$ cat config.mk
export PLATFORM = sky130hd
export DESIGN_NAME = cartridge_bank_mapper_irq_top
export DESIGN_NICKNAME = d
export VERILOG_FILES = /design/src/design/cbm_pkg.sv /design/src/design/cartridge_bank_mapper_irq_top.sv /design/src/design/cbm_core.sv
export VERILOG_INCLUDE_DIRS = /design/src /design/src/design
export SDC_FILE = /design/constraint.sdc
export NUM_CORES = 1
export LEC_CHECK = 0
export ABC_CLOCK_PERIOD_IN_PS = 2250
export BUFFER_PORTS_ARGS = -buffer_cell sky130_fd_sc_hd__buf_2
export CAP_MARGIN = 5
export CORE_AREA = 8 8 170 108
export CTS_BUF_LIST = sky130_fd_sc_hd__clkbuf_4
export CTS_CLUSTER_DIAMETER = 50
export DETAILED_ROUTE_END_ITERATION = 10
export DIE_AREA = 0 0 178 116
export SETUP_SLACK_MARGIN = 0.15
export SYNTH_ARGS = -nofsm -noshare
export SYNTH_HDL_FRONTEND = slang
export SYNTH_SLANG_ARGS = --single-unit
export TNS_END_PERCENT = 30
$ cat constraint.sdc
create_clock -name clk -period 2.25 [get_ports clk]
set_input_delay 0.1125 -clock clk [delete_from_list [all_inputs] [get_ports clk]]
set_output_delay 0.1125 -clock clk [all_outputs]
set_load 0.1 [all_outputs]
$ cat src/design/assert_macros.svh
// Assertion macros used by the mapper core, cbm_core.
// No dependencies; the checks drop out when SYNTHESIS is defined.
`ifndef ASSERT_MACROS_SVH
`define ASSERT_MACROS_SVH
`ifndef SYNTHESIS
// Property checked on every clock edge outside reset.
`define ASSERT_PROP(label, clk, rst_n, prop, msg) \
    label: assert property (@(posedge clk) disable iff (!rst_n) (prop)) else $error(msg);
// Same-cycle implication outside reset.
`define ASSERT_IMPLY(label, clk, rst_n, ante, cons, msg) \
    label: assert property (@(posedge clk) disable iff (!rst_n) (ante) |-> (cons)) else $error(msg);
// Next-cycle implication outside reset.
`define ASSERT_NEXT(label, clk, rst_n, ante, cons, msg) \
    label: assert property (@(posedge clk) disable iff (!rst_n) (ante) |=> (cons)) else $error(msg);
`else
`define ASSERT_PROP(label, clk, rst_n, prop, msg)
`define ASSERT_IMPLY(label, clk, rst_n, ante, cons, msg)
`define ASSERT_NEXT(label, clk, rst_n, ante, cons, msg)
`endif
`endif

$ cat src/design/cbm_pkg.sv
// Package for the cartridge bank mapper: item types, kind codes, write decode constants.
// No dependencies.
package cbm_pkg;

    localparam int ADDR_W = 16;
    localparam int DATA_W = 8;
    localparam int ROM_W  = 21;

    localparam logic [1:0] KIND_WRITE = 2'd0;
    localparam logic [1:0] KIND_TICK  = 2'd1;
    localparam logic [1:0] KIND_CPU   = 2'd2;
    localparam logic [1:0] KIND_PPU   = 2'd3;

    localparam logic [15:0] DEC_MASK     = 16'hF80C;
    localparam logic [15:0] DEC_CHR_LO   = 16'hB000;
    localparam logic [15:0] DEC_CHR_HI   = 16'hE00C;
    localparam logic [15:0] DEC_PRG0     = 16'h8800;
    localparam logic [15:0] DEC_PRG1     = 16'hA800;
    localparam logic [15:0] DEC_PRG2     = 16'hA000;
    localparam logic [15:0] DEC_MIRROR   = 16'h9800;
    localparam logic [15:0] DEC_CNT_LO   = 16'hF000;
    localparam logic [15:0] DEC_CNT_HI   = 16'hF004;
    localparam logic [15:0] DEC_IRQ_CTRL = 16'hF008;
    localparam logic [15:0] DEC_IRQ_OFS  = 16'hF00C;

    localparam logic [7:0] IRQ_MATCH     = 8'd238;
    localparam logic [7:0] IRQ_MATCH_OFS = 8'd254;
    localparam logic [7:0] BANK_LAST     = 8'd255;

    // CPU window codes, address bits 15..13
    localparam logic [2:0] WIN_6000 = 3'd3;
    localparam logic [2:0] WIN_8000 = 3'd4;
    localparam logic [2:0] WIN_A000 = 3'd5;
    localparam logic [2:0] WIN_C000 = 3'd6;
    localparam logic [2:0] WIN_E000 = 3'd7;

    typedef struct packed {
        logic [1:0]        kind;
        logic [ADDR_W-1:0] address;
        logic [DATA_W-1:0] data;
    } cbm_in_t;

    typedef struct packed {
        logic [ROM_W-1:0] rom_addr;
        logic             irq_pending;
        logic [1:0]       mirror_mode;
    } cbm_out_t;

endpackage

$ cat src/design/cartridge_bank_mapper_irq_top.sv
// Top level of the cartridge bank mapper: input register, mapper core, result register.
// Depends on cbm_pkg and cbm_core.
//
//  channel | signals                          | payload
//  input   | in_valid / in_ready / in_item    | cbm_in_t  kind, address, data
//  output  | out_valid / out_ready / out_item | cbm_out_t rom_addr, irq_pending, mirror_mode
//
// One item per cycle sustained while out_ready is high; an accepted item passes through the
// input register and then the result register before out_valid rises for its result.
// The input register and the result register sit around one decode pass in the core.
// Reset clears all bank, mirroring and irq state and empties both stages.
// A stalled result holds the result register; the input register then holds its item
// and in_ready drops only when both stages are full and the result is not taken.

module cartridge_bank_mapper_irq_top
    import cbm_pkg::*;
(
    input  logic     clk,
    input  logic     rst_n,
    input  logic     in_valid,
    output logic     in_ready,
    input  cbm_in_t  in_item,
    output logic     out_valid,
    input  logic     out_ready,
    output cbm_out_t out_item
);

    logic     in_v_reg;
    cbm_in_t  in_item_reg;
    logic     out_v_reg;
    cbm_out_t out_item_reg;
    cbm_out_t result;
    logic     out_free;
    logic     fire;

    assign out_free = !out_v_reg || out_ready;
    assign fire     = in_v_reg && out_free;
    assign in_ready = !in_v_reg || out_free;

    cbm_core u_core
    (
        .clk    (clk),
        .rst_n  (rst_n),
        .fire   (fire),
        .item   (in_item_reg),
        .result (result)
    );

    always_ff @(posedge clk or negedge rst_n)
    begin
        if (!rst_n)
        begin
            in_v_reg  <= 1'b0;
            out_v_reg <= 1'b0;
        end
        else
        begin
            if (in_ready)
                in_v_reg <= in_valid;
            if (out_free)
                out_v_reg <= fire;
        end
    end

    always_ff @(posedge clk)
    begin
        if (in_valid && in_ready)
            in_item_reg <= in_item;
        if (fire)
            out_item_reg <= result;
    end

    assign out_valid = out_v_reg;
    assign out_item  = out_item_reg;

endmodule

$ cat src/design/cbm_core.sv
// Mapper state and per-item logic: write decode, scanline counter, address translation.
// Depends on cbm_pkg and assert_macros.svh.
`include "assert_macros.svh"

module cbm_core
    import cbm_pkg::*;
(
    input  logic     clk,
    input  logic     rst_n,
    input  logic     fire,
    input  cbm_in_t  item,
    output cbm_out_t result
);

    logic [7:0] prg0_reg, prg1_reg, prg2_reg;
    logic [7:0] prg0_next, prg1_next, prg2_next;
    logic [7:0] chr_bank_reg  [8];
    logic [7:0] chr_bank_next [8];
    logic [7:0] irq_counter_reg, irq_counter_next;
    logic       irq_offset_on_reg, irq_offset_on_next;
    logic       irq_enable_reg, irq_enable_next;
    logic       irq_line_reg, irq_line_next;
    logic [1:0] mirroring_reg, mirroring_next;

    logic [15:0] dec;
    logic        chr_hit;
    logic [2:0]  chr_idx;
    logic [7:0]  cpu_bank;
    logic [ROM_W-1:0] rom;

    assign dec     = item.address & DEC_MASK;
    assign chr_hit = (dec >= DEC_CHR_LO) && (dec <= DEC_CHR_HI);
    assign chr_idx = (item.address[13:11] - 3'd6) | item.address[5:3];

    always_comb
    begin
        prg0_next          = prg0_reg;
        prg1_next          = prg1_reg;
        prg2_next          = prg2_reg;
        irq_counter_next   = irq_counter_reg;
        irq_offset_on_next = irq_offset_on_reg;
        irq_enable_next    = irq_enable_reg;
        irq_line_next      = irq_line_reg;
        mirroring_next     = mirroring_reg;
        for (int i = 0; i < 8; i++)
        begin
            chr_bank_next[i] = chr_bank_reg[i];
            if (item.kind == KIND_WRITE && chr_hit && chr_idx == 3'(i))
            begin
                if (item.address[2])
                    chr_bank_next[i] = {item.data[3:0], chr_bank_reg[i][3:0]};
                else
                    chr_bank_next[i] = {chr_bank_reg[i][7:4], item.data[3:0]};
            end
        end
        if (item.kind == KIND_WRITE && !chr_hit)
        begin
            case (dec)
                DEC_PRG0:   prg0_next = item.data;
                DEC_PRG1:   prg1_next = item.data;
                DEC_PRG2:   prg2_next = item.data;
                DEC_MIRROR: mirroring_next = item.data[1:0];
                DEC_CNT_LO: irq_counter_next = {irq_counter_reg[7:4], item.data[3:0]};
                DEC_CNT_HI: irq_counter_next = {item.data[3:0], irq_counter_reg[3:0]};
                DEC_IRQ_CTRL:
                begin
                    irq_enable_next = (item.data != '0);
                    if (item.data == '0)
                        irq_offset_on_next = 1'b0;
                    irq_line_next = 1'b0;
                end
                DEC_IRQ_OFS: irq_offset_on_next = 1'b1;
                default: ;
            endcase
        end
        else if (item.kind == KIND_TICK && irq_enable_reg)
        begin
            irq_counter_next = irq_counter_reg + 8'd1;
            if (irq_counter_next == (irq_offset_on_reg ? IRQ_MATCH_OFS : IRQ_MATCH))
                irq_line_next = 1'b1;
        end
    end

    always_comb
    begin
        case (item.address[15:13])
            WIN_6000: cpu_bank = '0;
            WIN_8000: cpu_bank = prg0_reg;
            WIN_A000: cpu_bank = prg1_reg;
            WIN_C000: cpu_bank = prg2_reg;
            WIN_E000: cpu_bank = BANK_LAST;
            default:  cpu_bank = '0;
        endcase
        rom = '0;
        case (item.kind)
            KIND_CPU:
            begin
                if (item.address[15:13] >= WIN_6000)
                    rom = {cpu_bank, item.address[12:0]};
            end
            KIND_PPU:
            begin
                if (item.address[15:13] == 3'd0)
                    rom = ROM_W'({chr_bank_reg[item.address[12:10]], item.address[9:0]});
            end
            default: rom = '0;
        endcase
    end

    // results see the state as this item leaves it
    assign result.rom_addr    = rom;
    assign result.irq_pending = irq_line_next;
    assign result.mirror_mode = mirroring_next;

    always_ff @(posedge clk or negedge rst_n)
    begin
        if (!rst_n)
        begin
            prg0_reg          <= '0;
            prg1_reg          <= '0;
            prg2_reg          <= '0;
            irq_counter_reg   <= '0;
            irq_offset_on_reg <= 1'b0;
            irq_enable_reg    <= 1'b0;
            irq_line_reg      <= 1'b0;
            mirroring_reg     <= '0;
            for (int i = 0; i < 8; i++)
                chr_bank_reg[i] <= '0;
        end
        else if (fire)
        begin
            prg0_reg          <= prg0_next;
            prg1_reg          <= prg1_next;
            prg2_reg          <= prg2_next;
            irq_counter_reg   <= irq_counter_next;
            irq_offset_on_reg <= irq_offset_on_next;
            irq_enable_reg    <= irq_enable_next;
            irq_line_reg      <= irq_line_next;
            mirroring_reg     <= mirroring_next;
            for (int i = 0; i < 8; i++)
                chr_bank_reg[i] <= chr_bank_next[i];
        end
    end

    `ASSERT_NEXT(a_cnt_hold, clk, rst_n, !fire, $stable(irq_counter_reg), "irq counter moved without an item")
    `ASSERT_IMPLY(a_irq_src, clk, rst_n, $rose(irq_line_reg), $past(fire && item.kind == KIND_TICK), "irq raised by a non-tick item")
    `ASSERT_NEXT(a_irq_ack, clk, rst_n, fire && item.kind == KIND_WRITE && dec == DEC_IRQ_CTRL, !irq_line_reg, "irq not cleared by acknowledge")
    `ASSERT_NEXT(a_no_en_tick, clk, rst_n, fire && item.kind == KIND_TICK && !irq_enable_reg, $stable(irq_counter_reg) && $stable(irq_line_reg), "tick moved a disabled counter")

endmodule
==> results.md <==
- The root buffer selected by CTS is sky130_fd_sc_hd__clkbuf_4.
- The initial standard-cell utilization of the core is 0.442.
- The via count normalized by instance count is 5.41.
- Dividing the final minimum period by the clock period gives 1.06.
- Setup slack on the worst reg-to-reg path comes out at -0.12 ns.
- CTS built an H-tree with a depth of 4.
- The share of synthesized area in the top cell type comes to 0.369.
- The number of buffers inserted by port buffering is 55.
- Headroom to the max-slew limit came out at 0.579.
- TritonCTS built the clock tree.
- The global route total overflow is 0.
- The cell taking the most area after synthesis is sky130_fd_sc_hd__dfrtp_1.
- The maximum clock frequency is 421 MHz.
- After clock tree synthesis, the clock-pin slew on the worst setup and hold paths is 0.16 ns.
- The clock reaches the later pin of the worst-skew pair after 0.54 ns.
- The floorplan step defined a core boundary enclosing 0.0158 mm².
- The category of the worst setup path capture point is a flop.
- The average wire per standard cell is 20.5 µm.
- The synthesized design contains 50 enable-type register cells.
- The floorplan step defined a die boundary enclosing 0.0206 mm².
- The count of final hold-check violations is 0.
- The first global-routing pass estimated 27,600 µm of wire.
- In the final layout, the share of cells above drive strength 1 is 0.492.
- The final standard cell utilization of the core is 0.563.
- In the post-synthesis netlist, the biggest area contributors are sky130_fd_sc_hd__dfrtp_1, sky130_fd_sc_hd__edfxtp_1, sky130_fd_sc_hd__mux2_2.
- For the finished layout, the period the worst path requires is 2.37 ns.
- The tightest hold path in the finished design has a slack of 0.101 ns.
- In the synthesized netlist, the cells that appear most often are sky130_fd_sc_hd__dfrtp_1, sky130_fd_sc_hd__mux2_2, sky130_fd_sc_hd__edfxtp_1.
- The run finished, with violations left.
- Setup violations remaining at the end of the flow were counted as 36.
- The number of antenna diodes in the final layout is 0.
- The worst setup path category is flop to flop.
- The distinct cell type count of the synthesized netlist is 56.
- The clock sink count is 153.
- After detailed routing, the number of remaining DRC violations is 0.
- The checks that failed: setup timing.
- The horizontal extent of the die is 178 µm.
- After synthesis, the share of flip-flops with an asynchronous set or reset is 0.673.
- The post-synthesis sequential area ratio is 0.583.
- The total standard cell area after synthesis is 0.00699 mm².
- The number of flip-flops under the largest register name is 64.
- The total count of max-transition violations in the final report is 0.
- The instance count of the mapped netlist is 493.
- The number of nets handed over by synthesis was 527.
- The wire-length estimate of the detail-placed layout is 11,700 µm.
- The via count of the first global-routing pass came to 4,818.
- The leakage power figure is 3.92 nW.
- The initial antenna violation count is 0.
- The detailed-route wire length is 17,600 µm.
- The worst setup slack after layout is -0.125 ns.
- The number of max-cap violations is 0.
- The power per standard cell area is 655 mW/mm².
- A synthesized cell averages 14.2 µm².
- The die is 116 µm tall.
- The first detailed-routing pass took 6 iterations.
- The clock buffer count from CTS is 17.
- The initialized floorplan defines 36 standard-cell rows.
- The maximum number of pins on one net before global-route repair is 47.
- The number of cells on the worst reg-to-reg path is 7.
- For this run, the leading register cell type out of synthesis is sky130_fd_sc_hd__dfrtp_1.
- The worst flop-to-flop path startpoint is in_item_reg[20].
- The maximum fanout count along the critical path is 5.
- The most numerous cell in the Yosys netlist is sky130_fd_sc_hd__dfrtp_1.
- The count of nets left with antenna violations after detail routing is 0.
- The destination of the worst register-to-register timing path is u_core.chr_bank_reg[17].
- The arrival time of the worst setup path is 2.80 ns.
- The worst hold path belongs to the class input pin to asynchronous set/reset pin.
- The number of register bits inferred by synthesis is 153.
- IR analysis of the VDD net gives a maximum drop of 0.383 mV.
- The worst clock skew is 0.0251 ns.
- After the first detailed-routing iteration, the DRC count stood at 294.
- The number of ports placed on the die boundary is 56.
- Timing analysis after detailed placement gives a worst setup slack of -0.193 ns.
- The count of synthesis-stage warnings from yosys is 0.
- The number of nets in the layout is 671.
- Across all layers, the routed design uses 4,645 vias.
- At the pin with the least slew margin, the transition time is 0.632 ns.
- The relative area change from synthesis to final layout is 27.2%.
- The number of fill cells in the layout is 1,293.
- Data on the critical path is required at its endpoint by 2.68 ns.
- The element type at the critical path start is a flop.
- At the end of routability-driven placement, the weighted congestion stood at 0.839.
- The maximum buffer depth of the clock tree is 2.
- Across every metal layer, demand over resource in global routing totals 0.175.
- Setup repair after global routing could not meet its margin everywhere.
==> kinds of logic after synthesis <==
kind of cell             count (synthesis)  synth area share
flip-flops                             153             0.583
AND/OR/NAND/NOR                        127             0.106
multiplexers                           126             0.232
AO/OA/AOI/OAI                           44            0.0426
buffers and inverters                   35            0.0245
XOR/XNOR                                 4           0.00501
adder cells (fa/ha/maj)                  4           0.00716
==> worst max path at each step <==
stage,startpoint,end,slack [ns]
after floorplan,in_item_reg[20],u_core.chr_bank_reg[16],-0.14
after global placement,in_item_reg[20],u_core.chr_bank_reg[26],-0.11
after detailed placement,in_item_reg[20],u_core.chr_bank_reg[30],-0.19
after CTS,in_item_reg[20],u_core.chr_bank_reg[16],-0.08
after global routing,in_item_reg[20],u_core.chr_bank_reg[21],-0.16
final,in_item_reg[20],u_core.chr_bank_reg[17],-0.12
==> layout make-up <==
| class | count | area [µm²] | area share |
|---|---|---|---|
| clock inverter | 15 | 160 | 0.0180 |
| inverter | 7 | 30.0 | 0.00338 |
| tap | 209 | 262 | 0.0294 |
| sequential | 153 | 4080 | 0.459 |
| clock buffer | 17 | 128 | 0.0143 |
| multi-input combinational | 306 | 3070 | 0.346 |
| timing repair buffer | 152 | 1160 | 0.130 |
==> placed cells by master (no fill, tap or decap), types with 16 or more instances in the layout <==
| cell type | n |
|---|---|
| sky130_fd_sc_hd__dfrtp_1 | 102 |
| sky130_fd_sc_hd__dlygate4sd3_1 | 30 |
| sky130_fd_sc_hd__nor2_1 | 16 |
| sky130_fd_sc_hd__edfxtp_1 | 50 |
| sky130_fd_sc_hd__clkbuf_4 | 17 |
| sky130_fd_sc_hd__mux4_2 | 16 |
| sky130_fd_sc_hd__buf_2 | 54 |
| sky130_fd_sc_hd__buf_4 | 52 |
| sky130_fd_sc_hd__mux2_4 | 39 |
| sky130_fd_sc_hd__mux2_2 | 63 |
| sky130_fd_sc_hd__nand2_1 | 21 |
==> metal layers <==
layer  up-vias  part of all wire  track usage
met5         -                 0            0
met1      2374              0.51        0.257
li1       2130                 -            -
met3        19             0.052       0.0397
met2       122              0.43        0.256
met4         0            0.0095       0.0481
==> power breakdown <==
| part | internal (mW) | total, mW | switching (mW) |
|---|---|---|---|
| Combinational | 0.345 | 0.965 | 0.620 |
| Sequential | 3.04 | 3.13 | 0.0939 |
| Clock | 0.596 | 1.73 | 1.13 |
==> through the flow <==
stage	area (µm²)	TNS [ns]	std cells	total power [mW]
floorplan	7070	-3.44	493	3.76
global placement	7890	-3.06	784	4.02
detailed placement	7890	-5.21	784	4.04
CTS	8760	-0.753	852	5.85
global route	8890	-3.59	859	6.05
finish	8890	-1.91	859	5.82
==> critical path, stage by stage (launching register included) <==
cell and delay [ns]:
sky130_fd_sc_hd__edfxtp_1 0.46, sky130_fd_sc_hd__inv_2 0.09, sky130_fd_sc_hd__ha_2 0.18, sky130_fd_sc_hd__mux2_4 0.31, sky130_fd_sc_hd__o21ai_4 0.23, sky130_fd_sc_hd__nand2_4 0.12, sky130_fd_sc_hd__or4_4 0.55, sky130_fd_sc_hd__mux2_4 0.32
==> repair_timing <==
action / in CTS / in global routing
resized for setup: 63 / 18
pin swaps: 14 / 8
hold endpoints to repair: 71 / 0
setup buffers: 5 / 7
cloned: 1 / 0
setup endpoints to repair: 111 / 101
hold buffers: 30 / 0
No activity file was read; power rests on OpenSTA's default activity.
